**src/design/bgs_pkg.sv**
```systemverilog
// Types, codes and layout constants of the barrier gate sequencer.
package bgs_pkg;

    localparam int TIME_W     = 32;
    localparam int CFG_W      = 24;
    localparam int NOW_W      = 32;
    localparam int DUR_W      = 24;
    localparam int KIND_W     = 3;
    localparam int CODE_W     = 4;
    localparam int FAULT_W    = 3;
    localparam int CFG_IDX_W  = 3;
    localparam int IN_DATA_W  = 64;
    localparam int OUT_DATA_W = 16;

    // Bit positions of the result word.
    localparam int OUT_CODE_LSB   = 0;
    localparam int OUT_GREEN_BIT  = 4;
    localparam int OUT_OPEN_BIT   = 5;
    localparam int OUT_CLOSE_BIT  = 6;
    localparam int OUT_CYCLE_BIT  = 7;
    localparam int OUT_FAULT_LSB  = 8;
    localparam int OUT_ACCEPT_BIT = 11;

    typedef logic [TIME_W-1:0] tstamp_t;

    typedef enum logic [10:0] {
        ST_STARTUP   = 11'b000_0000_0001,
        ST_IDLE      = 11'b000_0000_0010,
        ST_RECOG     = 11'b000_0000_0100,
        ST_DENIED    = 11'b000_0000_1000,
        ST_OPENING   = 11'b000_0001_0000,
        ST_OPEN      = 11'b000_0010_0000,
        ST_PASSING   = 11'b000_0100_0000,
        ST_CLEARANCE = 11'b000_1000_0000,
        ST_CLOSING   = 11'b001_0000_0000,
        ST_REARMING  = 11'b010_0000_0000,
        ST_FAULT     = 11'b100_0000_0000
    } gate_st_t;

    localparam logic [CODE_W-1:0] CODE_STARTUP   = 4'd0;
    localparam logic [CODE_W-1:0] CODE_IDLE      = 4'd1;
    localparam logic [CODE_W-1:0] CODE_RECOG     = 4'd2;
    localparam logic [CODE_W-1:0] CODE_DENIED    = 4'd3;
    localparam logic [CODE_W-1:0] CODE_OPENING   = 4'd4;
    localparam logic [CODE_W-1:0] CODE_OPEN      = 4'd5;
    localparam logic [CODE_W-1:0] CODE_PASSING   = 4'd6;
    localparam logic [CODE_W-1:0] CODE_CLEARANCE = 4'd7;
    localparam logic [CODE_W-1:0] CODE_CLOSING   = 4'd8;
    localparam logic [CODE_W-1:0] CODE_REARMING  = 4'd9;
    localparam logic [CODE_W-1:0] CODE_FAULT     = 4'd10;

    typedef enum logic [KIND_W-1:0] {
        KIND_UPDATE       = 3'd0,
        KIND_RECOGNITION  = 3'd1,
        KIND_ACK_FAULT    = 3'd2,
        KIND_MANUAL_OPEN  = 3'd3,
        KIND_MANUAL_CLOSE = 3'd4,
        KIND_LIGHT_TEST   = 3'd5
    } kind_t;

    typedef enum logic [FAULT_W-1:0] {
        FAULT_NONE          = 3'd0,
        FAULT_RECOG_TIMEOUT = 3'd1,
        FAULT_NO_PASSAGE    = 3'd2,
        FAULT_BLOCKED       = 3'd3,
        FAULT_RECOG_FAILED  = 3'd4
    } fault_t;

    typedef enum logic [CFG_IDX_W-1:0] {
        REG_DEBOUNCE        = 3'd0,
        REG_RELAY_PULSE     = 3'd1,
        REG_RECOG_TIMEOUT   = 3'd2,
        REG_OPENING_TRAVEL  = 3'd3,
        REG_PASSAGE_TIMEOUT = 3'd4,
        REG_CLEARANCE       = 3'd5,
        REG_CLOSING_TRAVEL  = 3'd6
    } cfg_idx_t;

    typedef struct packed {
        logic [CFG_W-1:0] debounce;
        logic [CFG_W-1:0] relay_pulse;
        logic [CFG_W-1:0] recog_timeout;
        logic [CFG_W-1:0] opening_travel;
        logic [CFG_W-1:0] passage_timeout;
        logic [CFG_W-1:0] clearance;
        logic [CFG_W-1:0] closing_travel;
    } cfg_t;

    typedef struct packed {
        kind_t            kind;
        tstamp_t          now;
        logic             loop_present;
        logic             passage_blocked;
        logic             authorized;
        logic             system_error;
        logic             override_green;
        logic [DUR_W-1:0] override_dur;
    } item_t;

    typedef struct packed {
        gate_st_t st;
        logic     started;
        tstamp_t  entered_at;
        tstamp_t  occ_since;
        logic     occ_valid;
        tstamp_t  clr_since;
        logic     clr_valid;
        tstamp_t  pulse_end;
        logic     ovr_active;
        logic     ovr_level;
        tstamp_t  ovr_end;
        fault_t   fault_reason;
    } ctx_t;

    typedef struct packed {
        logic [CODE_W-1:0] gate_code;
        logic              green;
        logic              req_open;
        logic              req_close;
        logic              cycle_active;
        fault_t            fault_code;
        logic              accepted;
    } result_t;

endpackage

```
**src/design/bgs_step.sv**
```systemverilog
// Next-state and result logic of the barrier gate sequencer for one word.
module bgs_step (
    input  bgs_pkg::cfg_t    cfg,
    input  bgs_pkg::ctx_t    cur,
    input  bgs_pkg::item_t   item,
    output bgs_pkg::ctx_t    nxt,
    output bgs_pkg::result_t res
);
    import bgs_pkg::*;

    // True when a is at or after b on the wrapping time line.
    function automatic logic at_or_after(input tstamp_t a, input tstamp_t b);
        tstamp_t d;
        d = a - b;
        return !d[TIME_W-1];
    endfunction

    function automatic logic elapsed(input tstamp_t now, input tstamp_t since,
                                     input logic [CFG_W-1:0] limit);
        tstamp_t d;
        d = now - since;
        return !d[TIME_W-1] && (d >= TIME_W'(limit));
    endfunction

    function automatic logic [CODE_W-1:0] state_code(input gate_st_t st);
        logic [CODE_W-1:0] c;
        unique case (st)
            ST_STARTUP:   c = CODE_STARTUP;
            ST_IDLE:      c = CODE_IDLE;
            ST_RECOG:     c = CODE_RECOG;
            ST_DENIED:    c = CODE_DENIED;
            ST_OPENING:   c = CODE_OPENING;
            ST_OPEN:      c = CODE_OPEN;
            ST_PASSING:   c = CODE_PASSING;
            ST_CLEARANCE: c = CODE_CLEARANCE;
            ST_CLOSING:   c = CODE_CLOSING;
            ST_REARMING:  c = CODE_REARMING;
            ST_FAULT:     c = CODE_FAULT;
            default:      c = CODE_STARTUP;
        endcase
        return c;
    endfunction

    tstamp_t          e_at;
    logic [CFG_W-1:0] limit;
    logic             el;
    logic             occ_stable;
    logic             clr_stable;
    logic             do_go;
    gate_st_t         st_go;
    logic             went_pulse;
    logic             ovr_live;
    logic             pulse_live;
    logic             acc;
    logic             green;

    // The first update after reset restarts the time spent in the current state.
    assign e_at = cur.started ? cur.entered_at : item.now;

    always_comb
    begin
        unique case (cur.st)
            ST_RECOG:               limit = cfg.recog_timeout;
            ST_OPENING:             limit = cfg.opening_travel;
            ST_OPEN, ST_PASSING:    limit = cfg.passage_timeout;
            ST_CLEARANCE:           limit = cfg.clearance;
            ST_CLOSING:             limit = cfg.closing_travel;
            default:                limit = '0;
        endcase
    end

    assign el = elapsed(item.now, e_at, limit);

    // A level that starts being seen now is stable at once only with no debounce.
    assign occ_stable = item.loop_present &&
        (cur.occ_valid ? elapsed(item.now, cur.occ_since, cfg.debounce)
                       : (cfg.debounce == '0));
    assign clr_stable = !item.loop_present &&
        (cur.clr_valid ? elapsed(item.now, cur.clr_since, cfg.debounce)
                       : (cfg.debounce == '0));

    always_comb
    begin
        nxt   = cur;
        acc   = 1'b0;
        do_go = 1'b0;
        st_go = cur.st;

        unique case (item.kind)
            KIND_UPDATE:
            begin
                acc            = 1'b1;
                nxt.started    = 1'b1;
                nxt.entered_at = e_at;
                if (cur.ovr_active && at_or_after(item.now, cur.ovr_end))
                    nxt.ovr_active = 1'b0;

                if (cur.st == ST_IDLE || cur.st == ST_REARMING)
                begin
                    nxt.occ_valid = item.loop_present;
                    if (item.loop_present && !cur.occ_valid)
                        nxt.occ_since = item.now;
                end
                if (cur.st == ST_DENIED || cur.st == ST_REARMING)
                begin
                    nxt.clr_valid = !item.loop_present;
                    if (!item.loop_present && !cur.clr_valid)
                        nxt.clr_since = item.now;
                end

                unique case (cur.st)
                    ST_STARTUP:
                    begin
                        nxt.fault_reason = FAULT_NONE;
                        do_go = 1'b1;
                        st_go = ST_IDLE;
                    end
                    ST_IDLE:
                    begin
                        do_go = occ_stable;
                        st_go = ST_RECOG;
                    end
                    ST_RECOG:
                    begin
                        if (el)
                        begin
                            nxt.fault_reason = FAULT_RECOG_TIMEOUT;
                            do_go = 1'b1;
                            st_go = ST_FAULT;
                        end
                    end
                    ST_DENIED:
                    begin
                        do_go = clr_stable;
                        st_go = ST_IDLE;
                    end
                    ST_OPENING:
                    begin
                        do_go = el;
                        st_go = ST_OPEN;
                    end
                    ST_OPEN:
                    begin
                        priority if (item.passage_blocked)
                        begin
                            do_go = 1'b1;
                            st_go = ST_PASSING;
                        end
                        else if (el)
                        begin
                            nxt.fault_reason = FAULT_NO_PASSAGE;
                            do_go = 1'b1;
                            st_go = ST_FAULT;
                        end
                        else
                        begin
                        end
                    end
                    ST_PASSING:
                    begin
                        priority if (!item.passage_blocked)
                        begin
                            do_go = 1'b1;
                            st_go = ST_CLEARANCE;
                        end
                        else if (el)
                        begin
                            nxt.fault_reason = FAULT_BLOCKED;
                            do_go = 1'b1;
                            st_go = ST_FAULT;
                        end
                        else
                        begin
                        end
                    end
                    ST_CLEARANCE:
                    begin
                        priority if (item.passage_blocked)
                        begin
                            do_go = 1'b1;
                            st_go = ST_PASSING;
                        end
                        else if (el)
                        begin
                            do_go = 1'b1;
                            st_go = ST_CLOSING;
                        end
                        else
                        begin
                        end
                    end
                    ST_CLOSING:
                    begin
                        priority if (item.passage_blocked)
                        begin
                            do_go = 1'b1;
                            st_go = ST_OPENING;
                        end
                        else if (el)
                        begin
                            do_go = 1'b1;
                            st_go = ST_REARMING;
                        end
                        else
                        begin
                        end
                    end
                    ST_REARMING:
                    begin
                        priority if (occ_stable)
                        begin
                            do_go = 1'b1;
                            st_go = ST_RECOG;
                        end
                        else if (clr_stable)
                        begin
                            do_go = 1'b1;
                            st_go = ST_IDLE;
                        end
                        else
                        begin
                        end
                    end
                    default:
                    begin
                    end
                endcase
            end
            KIND_RECOGNITION:
            begin
                if (cur.st == ST_RECOG)
                begin
                    acc   = 1'b1;
                    do_go = 1'b1;
                    priority if (item.system_error)
                    begin
                        nxt.fault_reason = FAULT_RECOG_FAILED;
                        st_go = ST_FAULT;
                    end
                    else if (item.authorized)
                        st_go = ST_OPENING;
                    else
                        st_go = ST_DENIED;
                end
            end
            KIND_ACK_FAULT:
            begin
                if (cur.st == ST_FAULT && !item.passage_blocked)
                begin
                    acc              = 1'b1;
                    nxt.fault_reason = FAULT_NONE;
                    do_go            = 1'b1;
                    st_go            = ST_IDLE;
                end
            end
            KIND_MANUAL_OPEN:
            begin
                acc              = 1'b1;
                nxt.fault_reason = FAULT_NONE;
                nxt.ovr_active   = 1'b0;
                do_go            = 1'b1;
                st_go            = ST_OPENING;
            end
            KIND_MANUAL_CLOSE:
            begin
                if (!item.passage_blocked)
                begin
                    acc              = 1'b1;
                    nxt.fault_reason = FAULT_NONE;
                    nxt.ovr_active   = 1'b0;
                    do_go            = 1'b1;
                    st_go            = ST_CLOSING;
                end
            end
            KIND_LIGHT_TEST:
            begin
                acc            = 1'b1;
                nxt.ovr_active = 1'b1;
                nxt.ovr_level  = item.override_green;
                nxt.ovr_end    = item.now + TIME_W'(item.override_dur);
            end
            default:
            begin
            end
        endcase

        went_pulse = do_go && (st_go == ST_OPENING || st_go == ST_CLOSING);
        if (do_go)
        begin
            nxt.st         = st_go;
            nxt.entered_at = item.now;
            nxt.occ_valid  = 1'b0;
            nxt.clr_valid  = 1'b0;
            if (went_pulse)
                nxt.pulse_end = item.now + TIME_W'(cfg.relay_pulse);
        end

        // A deadline set in this word from now plus a short length is still ahead
        // unless the length is zero, which saves an add ahead of the compare.
        if (item.kind == KIND_LIGHT_TEST)
            ovr_live = (item.override_dur != '0);
        else
            ovr_live = nxt.ovr_active && !at_or_after(item.now, cur.ovr_end);

        if (went_pulse)
            pulse_live = (cfg.relay_pulse != '0);
        else
            pulse_live = !at_or_after(item.now, cur.pulse_end);

        green = (nxt.st == ST_OPENING) || (nxt.st == ST_OPEN) ||
                (nxt.st == ST_PASSING) || (nxt.st == ST_CLEARANCE);
        if (ovr_live)
            green = nxt.ovr_level;

        res.gate_code    = state_code(nxt.st);
        res.green        = green;
        res.req_open     = (nxt.st == ST_OPENING) && pulse_live;
        res.req_close    = (nxt.st == ST_CLOSING) && pulse_live && !item.passage_blocked;
        res.cycle_active = !((nxt.st == ST_STARTUP) || (nxt.st == ST_IDLE) ||
                             (nxt.st == ST_FAULT));
        res.fault_code   = nxt.fault_reason;
        res.accepted     = acc;
    end

endmodule

```
**src/design/barrier_gate_sequencer_top.sv**
```systemverilog
// Top level of the barrier gate sequencer: ports, configuration and pipeline registers.
// The sequencer takes one word per clock unless a result waits on m_tready, and returns
// one result word for each: the word is captured in an input register, the state update
// and outputs are computed in one pass of the step logic and written to the state and to
// the result register at the same edge, so the next word already sees the updated state.
// A result waiting on m_tready holds back only the word behind it; one word can sit in the
// input register meanwhile. Configuration registers reset to their default times and are
// written through cfg_wen, cfg_index and cfg_data; the user must write them only while no
// word is in flight (the block does not enforce it); indexes past the last register are ignored.
module barrier_gate_sequencer_top (
    input  logic                               clk,
    input  logic                               rst_n,
    input  logic                               s_tvalid,
    output logic                               s_tready,
    // now_ms[31:0], loop_present, passage_blocked, authorized, system_error,
    // override_green, override_duration_ms[23:0], zero padding
    input  logic [bgs_pkg::IN_DATA_W-1:0]      s_tdata,
    // kind[2:0]
    input  logic [bgs_pkg::KIND_W-1:0]         s_tuser,
    output logic                               m_tvalid,
    input  logic                               m_tready,
    // gate_state[3:0], traffic_green, request_open, request_close, cycle_active,
    // fault_code[2:0], accepted, zero padding
    output logic [bgs_pkg::OUT_DATA_W-1:0]     m_tdata,
    input  logic                               cfg_wen,
    input  logic [bgs_pkg::CFG_IDX_W-1:0]      cfg_index,
    input  logic [bgs_pkg::CFG_W-1:0]          cfg_data
);
    import bgs_pkg::*;

    localparam cfg_t CFG_RESET = '{
        debounce:        CFG_W'(200),
        relay_pulse:     CFG_W'(500),
        recog_timeout:   CFG_W'(5000),
        opening_travel:  CFG_W'(6000),
        passage_timeout: CFG_W'(60000),
        clearance:       CFG_W'(2000),
        closing_travel:  CFG_W'(6000)
    };

    localparam ctx_t CTX_RESET = '{
        st:           ST_STARTUP,
        started:      1'b0,
        entered_at:   '0,
        occ_since:    '0,
        occ_valid:    1'b0,
        clr_since:    '0,
        clr_valid:    1'b0,
        pulse_end:    '0,
        ovr_active:   1'b0,
        ovr_level:    1'b0,
        ovr_end:      '0,
        fault_reason: FAULT_NONE
    };

    cfg_t                  cfg_reg, cfg_next;
    logic                  in_valid_reg, in_valid_next;
    item_t                 in_item_reg, in_item_next;
    ctx_t                  ctx_reg, ctx_next;
    logic                  out_valid_reg, out_valid_next;
    logic [OUT_DATA_W-1:0] out_data_reg, out_data_next;

    ctx_t                  step_ctx;
    result_t               step_res;
    logic                  advance;
    logic                  in_take;

    assign advance  = in_valid_reg && (!out_valid_reg || m_tready);
    assign s_tready = !in_valid_reg || advance;
    assign in_take  = s_tvalid && s_tready;

    always_comb
    begin
        cfg_next = cfg_reg;
        if (cfg_wen)
        begin
            unique case (cfg_idx_t'(cfg_index))
                REG_DEBOUNCE:        cfg_next.debounce        = cfg_data;
                REG_RELAY_PULSE:     cfg_next.relay_pulse     = cfg_data;
                REG_RECOG_TIMEOUT:   cfg_next.recog_timeout   = cfg_data;
                REG_OPENING_TRAVEL:  cfg_next.opening_travel  = cfg_data;
                REG_PASSAGE_TIMEOUT: cfg_next.passage_timeout = cfg_data;
                REG_CLEARANCE:       cfg_next.clearance       = cfg_data;
                REG_CLOSING_TRAVEL:  cfg_next.closing_travel  = cfg_data;
                default:             cfg_next = cfg_reg;
            endcase
        end
    end

    always_comb
    begin
        in_item_next.kind            = kind_t'(s_tuser);
        in_item_next.now             = TIME_W'(s_tdata[NOW_W-1:0]);
        in_item_next.loop_present    = s_tdata[NOW_W];
        in_item_next.passage_blocked = s_tdata[NOW_W+1];
        in_item_next.authorized      = s_tdata[NOW_W+2];
        in_item_next.system_error    = s_tdata[NOW_W+3];
        in_item_next.override_green  = s_tdata[NOW_W+4];
        in_item_next.override_dur    = s_tdata[NOW_W+5 +: DUR_W];
    end

    bgs_step u_step (
        .cfg  (cfg_reg),
        .cur  (ctx_reg),
        .item (in_item_reg),
        .nxt  (step_ctx),
        .res  (step_res)
    );

    always_comb
    begin
        in_valid_next = in_valid_reg;
        if (s_tready)
            in_valid_next = s_tvalid;

        ctx_next       = advance ? step_ctx : ctx_reg;
        out_data_next  = out_data_reg;
        out_valid_next = out_valid_reg;
        if (advance)
        begin
            out_valid_next = 1'b1;
            out_data_next  = OUT_DATA_W'({step_res.accepted, step_res.fault_code,
                                          step_res.cycle_active, step_res.req_close,
                                          step_res.req_open, step_res.green,
                                          step_res.gate_code});
        end
        else if (m_tready)
            out_valid_next = 1'b0;
    end

    always_ff @(posedge clk or negedge rst_n)
    begin
        if (!rst_n)
        begin
            cfg_reg       <= CFG_RESET;
            in_valid_reg  <= 1'b0;
            ctx_reg       <= CTX_RESET;
            out_valid_reg <= 1'b0;
        end
        else
        begin
            cfg_reg       <= cfg_next;
            in_valid_reg  <= in_valid_next;
            ctx_reg       <= ctx_next;
            out_valid_reg <= out_valid_next;
        end
    end

    always_ff @(posedge clk)
    begin
        if (in_take)
            in_item_reg <= in_item_next;
        out_data_reg <= out_data_next;
    end

    assign m_tvalid = out_valid_reg;
    assign m_tdata  = out_data_reg;

endmodule

```
**config.mk**
```make
export PLATFORM = sky130hd
export DESIGN_NAME = barrier_gate_sequencer_top
export DESIGN_NICKNAME = d
export VERILOG_FILES = /design/src/design/bgs_pkg.sv /design/src/design/bgs_step.sv /design/src/design/barrier_gate_sequencer_top.sv
export SDC_FILE = /design/constraint.sdc
export NUM_CORES = 1
export LEC_CHECK = 0
export ABC_CLOCK_PERIOD_IN_PS = 9120
export BUFFER_PORTS_ARGS = -buffer_cell sky130_fd_sc_hd__buf_4
export CORE_MARGIN = 10
export CORE_UTILIZATION = 55
export CTS_CLUSTER_DIAMETER = 100
export DETAILED_ROUTE_END_ITERATION = 10
export HOLD_SLACK_MARGIN = 0.1
export PLACE_DENSITY = 0.72
export SKIP_CTS_REPAIR_TIMING = 1
export SLEW_MARGIN = 30
export SYNTH_ARGS = -nofsm -noshare
export SYNTH_HDL_FRONTEND = slang
export SYNTH_SLANG_ARGS = --single-unit
```
**constraint.sdc**
```tcl
create_clock -name clk -period 9.12 [get_ports clk]
set_clock_uncertainty 0.15 [all_clocks]
set_input_delay 1.824 -clock clk [delete_from_list [all_inputs] [get_ports clk]]
set_output_delay 1.824 -clock clk [all_outputs]
set_load 0.005 [all_outputs]
```
==> qor.yml, run 1 <==
synthesis:
  synth-seq-area-share_pct: 39.0
  synth_commonest_cells: "dfrtp_1 (307), nand2_1 (295), ha_1 (273), o21ai_0 (232), a21oi_1 (196)"
  synthArstFlopShare_pct: 82.1
  synth_edf_count: 76
  yosysUniqueCellTypes: 95
  synth_top_area_share_pct: 27.1
  yosys_warnings: 0
  netlist_instances: 2932
  yosys_register_bits: 425
  syn_avg_cell_area_um2: 9.68
  ys.flop_type: "dfrtp_1"
  synth_top_cells_by_area: "dfrtp_1 (27%), ha_1 (12%), edfxtp_1 (8.0%)"
  synthMostInstantiatedCell: "dfrtp_1"
  yosys.area.top_type: "dfrtp_1"
  synthesis.area_um2: 28400
floorplanning:
  fp.dieW_um: 247
  rows: 83
  die_area_um2: 61100
  start_util_pct: 55.4
  core_area_um2: 51200
  die_h_um: 247
  io_pins: 117
drt:
  via_count: 22600
  wirelength_mm: 74.5
  drc: 0
  drt_iter0_markers: 1661
  avgViaCountPerCell: 6.04
  ant_nets: 0
  dr.pass1.iters: 9
  wl_per_cell_um: 19.9
pwr:
  power_density_nw_per_um2: 246
  ir_drop_uv: 169
  power.leakage_nw: 14.7
critical_path:
  max_stage_delay_ps: 580
  cp_data_required_time_ps: 9490
  crit_arrival_ps: 8830
  crit_path_end_kind: "flip-flop"
  cp_slowest_cell: "o31ai_1"
  worst_r2r_path_depth: 33
  critPathLaunchType: "flip-flop"
  cp_max_fo: 18
  critPathKind: "reg -> reg"
clocking:
  cts_tree: "yes"
  numCtsBuffers: 48
  insertion_delay_ps: 610
  clockBufferDepth: 3
  htreeDepth: 2
  cts.sinks: 425
  cts_root_buffer: "clkbuf_16"
  path_clk_slew_ps: 60
final_layout:
  drive_gt1_share_pct: 16.9
  fillers: 4237
  layout.nets: 3410
  largest_reg_flops: 179
  area_growth_pct: 11.8
  diodes: 0
  final_cells: 3752
place:
  io_buffers: 109
  routabilityCongestion: 0.897
  hpwl_mm: 55.1
  place_inst: 3661
timing:
  timing.fmax_ghz: 0.118
  relSlewSlack_pct: 23.2
  slew_viol_final: 0
  fin_tns_setup_ps: 0
  layout_min_cycle_time_ps: 8460
  setup_viol: 0
  rsz0062_at_grt: "false"
  period_share_pct: 92.8
  hold_viol: 0
  tightest_slew_ps: 1140
global_route:
  grt_first_pass_wirelength_mm: 120
  grt_usage_pct: 24.2
  grt_max_degree: 176
  grt_pass1_vias: 22700
  grt_overflow_total: 0
  antenna_found_initial: 0
min_path:
  hp-class: "reg -> reg"
  holdPathStages: 2
job:
  cap_viol_max_count: 0
run_status:
  status: "finished clean"
## area by class of cell
class,instances,area (um^2),share of cell area [%]
tap,680,851,2.68
clock inverter,18,184,0.580
sequential,425,11100,34.9
clock buffer,71,1420,4.48
inverter,197,739,2.33
multi-input combinational,2197,16200,51.0
timing repair buffer,164,1290,4.07
## worst max-delay path: cells and delay by family, from the launching register on
family / cells / cell delay [ps]
compound gates: 17 / 4070
xor+xnor: 1 / 120
buf+inv: 2 / 520
flops: 1 / 470
fa+ha+maj: 2 / 550
mux: 1 / 220
simple gates: 10 / 2240
## stage by stage
step                      util, %  instance area (um^2)  power, W  hold slack [ps]  setup WS (ps)
final                        62.0                 31700   0.00780              327            658
after global placement       58.7                 30100   0.00563              311            929
after floorplan                 -                 28400   0.00497              289           2180
after CTS                    61.8                 31700   0.00781              333            698
after global routing         62.0                 31700   0.00838              349           60.5
after detailed placement     58.7                 30100   0.00578              321            751
## layout by cell type (no fill, tap or decap), types with 10 or more instances in the layout
cell type | Yosys | routed
nor2b_1 | 29 | 29
and2_1 | 12 | 11
or3_1 | 11 | 11
mux2i_1 | 61 | 61
a211oi_1 | 20 | 20
a21o_1 | 69 | 69
mux2_2 | 188 | 188
xnor2_1 | 86 | 86
nor4_1 | 31 | 29
a222oi_1 | 24 | 24
or2_2 | 13 | 14
o31ai_1 | 10 | 10
nor3_1 | 46 | 42
inv_1 | 195 | 195
dfrtp_1 | 307 | 306
a211o_1 | 15 | 15
o21ai_0 | 232 | 232
buf_4 | 6 | 160
o211ai_1 | 20 | 20
and3_1 | 25 | 25
xor2_1 | 60 | 60
nand4_1 | 37 | 37
o21bai_1 | 20 | 20
nand3_1 | 62 | 61
nor2_1 | 121 | 119
a31oi_1 | 20 | 19
a2111oi_0 | 12 | 11
nand2_1 | 295 | 295
dfstp_2 | 42 | 42
edfxtp_1 | 76 | 76
a21oi_1 | 196 | 196
clkinv_1 | 1 | 10
clkbuf_1 | 99 | 12
ha_1 | 273 | 273
clkbuf_16 | 0 | 50
nand3b_1 | 12 | 12
o21a_1 | 24 | 24
nand2b_1 | 43 | 43
## metal layers
| layer | vias up | wire, um | track usage [%] |
|---|---|---|---|
| li1 | 10800 | - | - |
| met1 | 11200 | 33200 | 31.8 |
| met2 | 534 | 35900 | 41.0 |
| met3 | 115 | 3290 | 2.93 |
| met4 | 0 | 2180 | 7.87 |
| met5 | - | 0 | 0 |
## where the power goes
| group | leakage, nW | internal (W) | switching [W] |
|---|---|---|---|
| Combinational | 9.27 | 0.00142 | 0.00176 |
| Clock | 0.787 | 0.00116 | 0.000819 |
| Sequential | 4.66 | 0.00238 | 0.000255 |
| Total | 14.7 | 0.00496 | 0.00284 |
## cells by family after synthesis
group	Yosys count	share of synthesized area (%)
flops	425	39.0
fa+ha+maj	278	12.4
simple gates	769	13.1
other cells	1	0.0132
compound gates	748	16.9
buf+inv	313	4.31
xor+xnor	146	4.51
mux	252	9.77
## final timing paths
check | from | slack (ps) | endpoint
min in group asynchronous | rst_n | 980 | ctx_reg[178]
max in group asynchronous | rst_n | 6530 | cfg_reg[99]
setup reg to reg | in_item_reg[29] | 660 | ctx_reg[62]
hold reg to reg | ctx_reg[27] | 330 | ctx_reg[27]
hold / removal | ctx_reg[27] | 330 | ctx_reg[27]
setup / recovery | in_item_reg[29] | 660 | ctx_reg[62]
Note: power is estimated with default switching activity, not from simulation.
==> run 2: changes to the inputs <==
CORE_ASPECT_RATIO = 1.25   (was unset)
==> qor.yml, run 2 (same netlist as run 1, synthesis figures left out) <==
critical_path:
  critPathKind: "reg -> reg"
  path_common_cell: "a211o_1"
  crit_arrival_ps: 8750
  cp_max_fo: 26
  worst_r2r_path_depth: 32
  critPathLaunchType: "flip-flop"
  cp_slowest_cell: "or2_2"
  max_stage_delay_ps: 750
  crit_path_end_kind: "flip-flop"
  cp_data_required_time_ps: 9470
global_route:
  grt_use_met3_pct: 2.44
  grt_usage_pct: 24.1
  grt_max_degree: 124
  antenna_found_initial: 0
  grt_first_pass_wirelength_mm: 120
  grt_pass1_vias: 22600
  busiest_layer: "met2"
  met2_usage_pct: 43.7
  use_met1_pct: 29.0
  grt_overflow_total: 0
final_layout:
  fillers: 4333
  diodes: 0
  mostFrequentLayoutCell: "dfrtp_1"
  layout_common_cells: "dfrtp_1 (306), nand2_1 (295), ha_1 (273)"
  area_growth_pct: 11.5
  drive_gt1_share_pct: 17.0
  layout.nets: 3411
  final_cells: 3737
  largest_reg_flops: 179
clocking:
  cts_root_buffer: "clkbuf_16"
  cts.sinks: 425
  insertion_delay_ps: 610
  numCtsBuffers: 47
  clockBufferDepth: 3
  cts_tree: "yes"
  htreeDepth: 2
  path_clk_slew_ps: 60
pwr:
  power_density_nw_per_um2: 244
  ir_drop_uv: 203
  power.leakage_nw: 14.7
timing:
  hold_viol: 0
  relSlewSlack_pct: 28.6
  hold_slack_ps: 329
  fin_tns_setup_ps: 0
  setup_viol: 0
  period_share_pct: 92.1
  layout_min_cycle_time_ps: 8400
  rsz0062_at_grt: "false"
  layout_setup_ws_ps: 721
  slew_viol_final: 0
  timing.fmax_ghz: 0.119
  tightest_slew_ps: 1060
place:
  dp_slack_ps: 815
  routabilityCongestion: 0.935
  io_buffers: 109
  hpwl_mm: 56.0
  place_inst: 3650
drt:
  drt_iter0_markers: 1604
  wirelength_mm: 75.4
  drc: 0
  avgViaCountPerCell: 6.02
  dr.pass1.iters: 8
  ant_nets: 0
  via_count: 22500
  wl_per_cell_um: 20.2
run_status:
  status: "finished clean"
floorplanning:
  fp.dieW_um: 223
  rows: 93
  core_area_um2: 51300
  die_h_um: 274
  die_area_um2: 61100
  io_pins: 117
  start_util_pct: 55.3
min_path:
  hp-class: "reg -> reg"
  holdPathStages: 2
job:
  cap_viol_max_count: 0
## run 2: cell count changes in the layout (fill, tap and decap cells not counted), moves of 2 or more
cell	previous run	this run
clkbuf_16	50	47
clkinv_1	10	2
buf_4	160	162
inv_16	2	0
clkbuf_8	9	11
clkinv_2	4	6
clkinv_8	0	2
clkbuf_1	12	16
buf_16	2	0
## run 2: per-layer routing
metal / vias to the layer above / wire, um
met5: - / 0
met4: 0 / 2390
met3: 121 / 2640
met2: 475 / 39000
met1: 11000 / 31400
li1: 10800 / -
## run 2: worst max-delay path, delay by kind of cell, from the launching register on
| kind | cells | cell delay (ps) |
|---|---|---|
| buffers and inverters | 1 | 330 |
| flip-flops | 1 | 420 |
| adder cells (fa/ha/maj) | 2 | 710 |
| AO/OA/AOI/OAI | 17 | 3850 |
| multiplexers | 1 | 220 |
| XOR/XNOR | 1 | 120 |
| AND/OR/NAND/NOR | 10 | 2500 |
## run 2: cell type report
cell class                      instances  area [um^2]  share of cell area [%]
Clock buffer                           74         1390                    4.39
Sequential cell                       425        11100                    35.0
Inverter                              197          739                    2.34
Tap cell                              665          832                    2.63
Multi-Input combinational cell       2197        16200                    51.1
Clock inverter                         13          164                   0.518
Timing Repair Buffer                  166         1280                    4.05
## run 2: where the power goes
part	switching, W	internal, W	total [W]
registers	0.000251	0.00238	0.00263
clock network	0.000803	0.00113	0.00193
logic	0.00175	0.00141	0.00316
total	0.00280	0.00493	0.00773
## run 2: final timing paths
check / startpoint / end / slack [ps]
max in group asynchronous: rst_n / ctx_reg[136] / 6320
max reg2reg: in_item_reg[37] / ctx_reg[64] / 720
max: in_item_reg[37] / ctx_reg[64] / 720
min reg2reg: ctx_reg[6] / ctx_reg[6] / 330
min: ctx_reg[6] / ctx_reg[6] / 330
min in group asynchronous: rst_n / ctx_reg[169] / 1130
## run 2: stage by stage
stage	power [W]	area, um^2	utilization (%)
2_1_floorplan	0.00497	28400	-
3_3_place_gp	0.00564	30100	58.6
3_5_place_dp	0.00578	30100	58.6
4_1_cts	0.00776	31600	61.6
5_1_grt	0.00829	31600	61.6
6_report	0.00773	31600	61.6
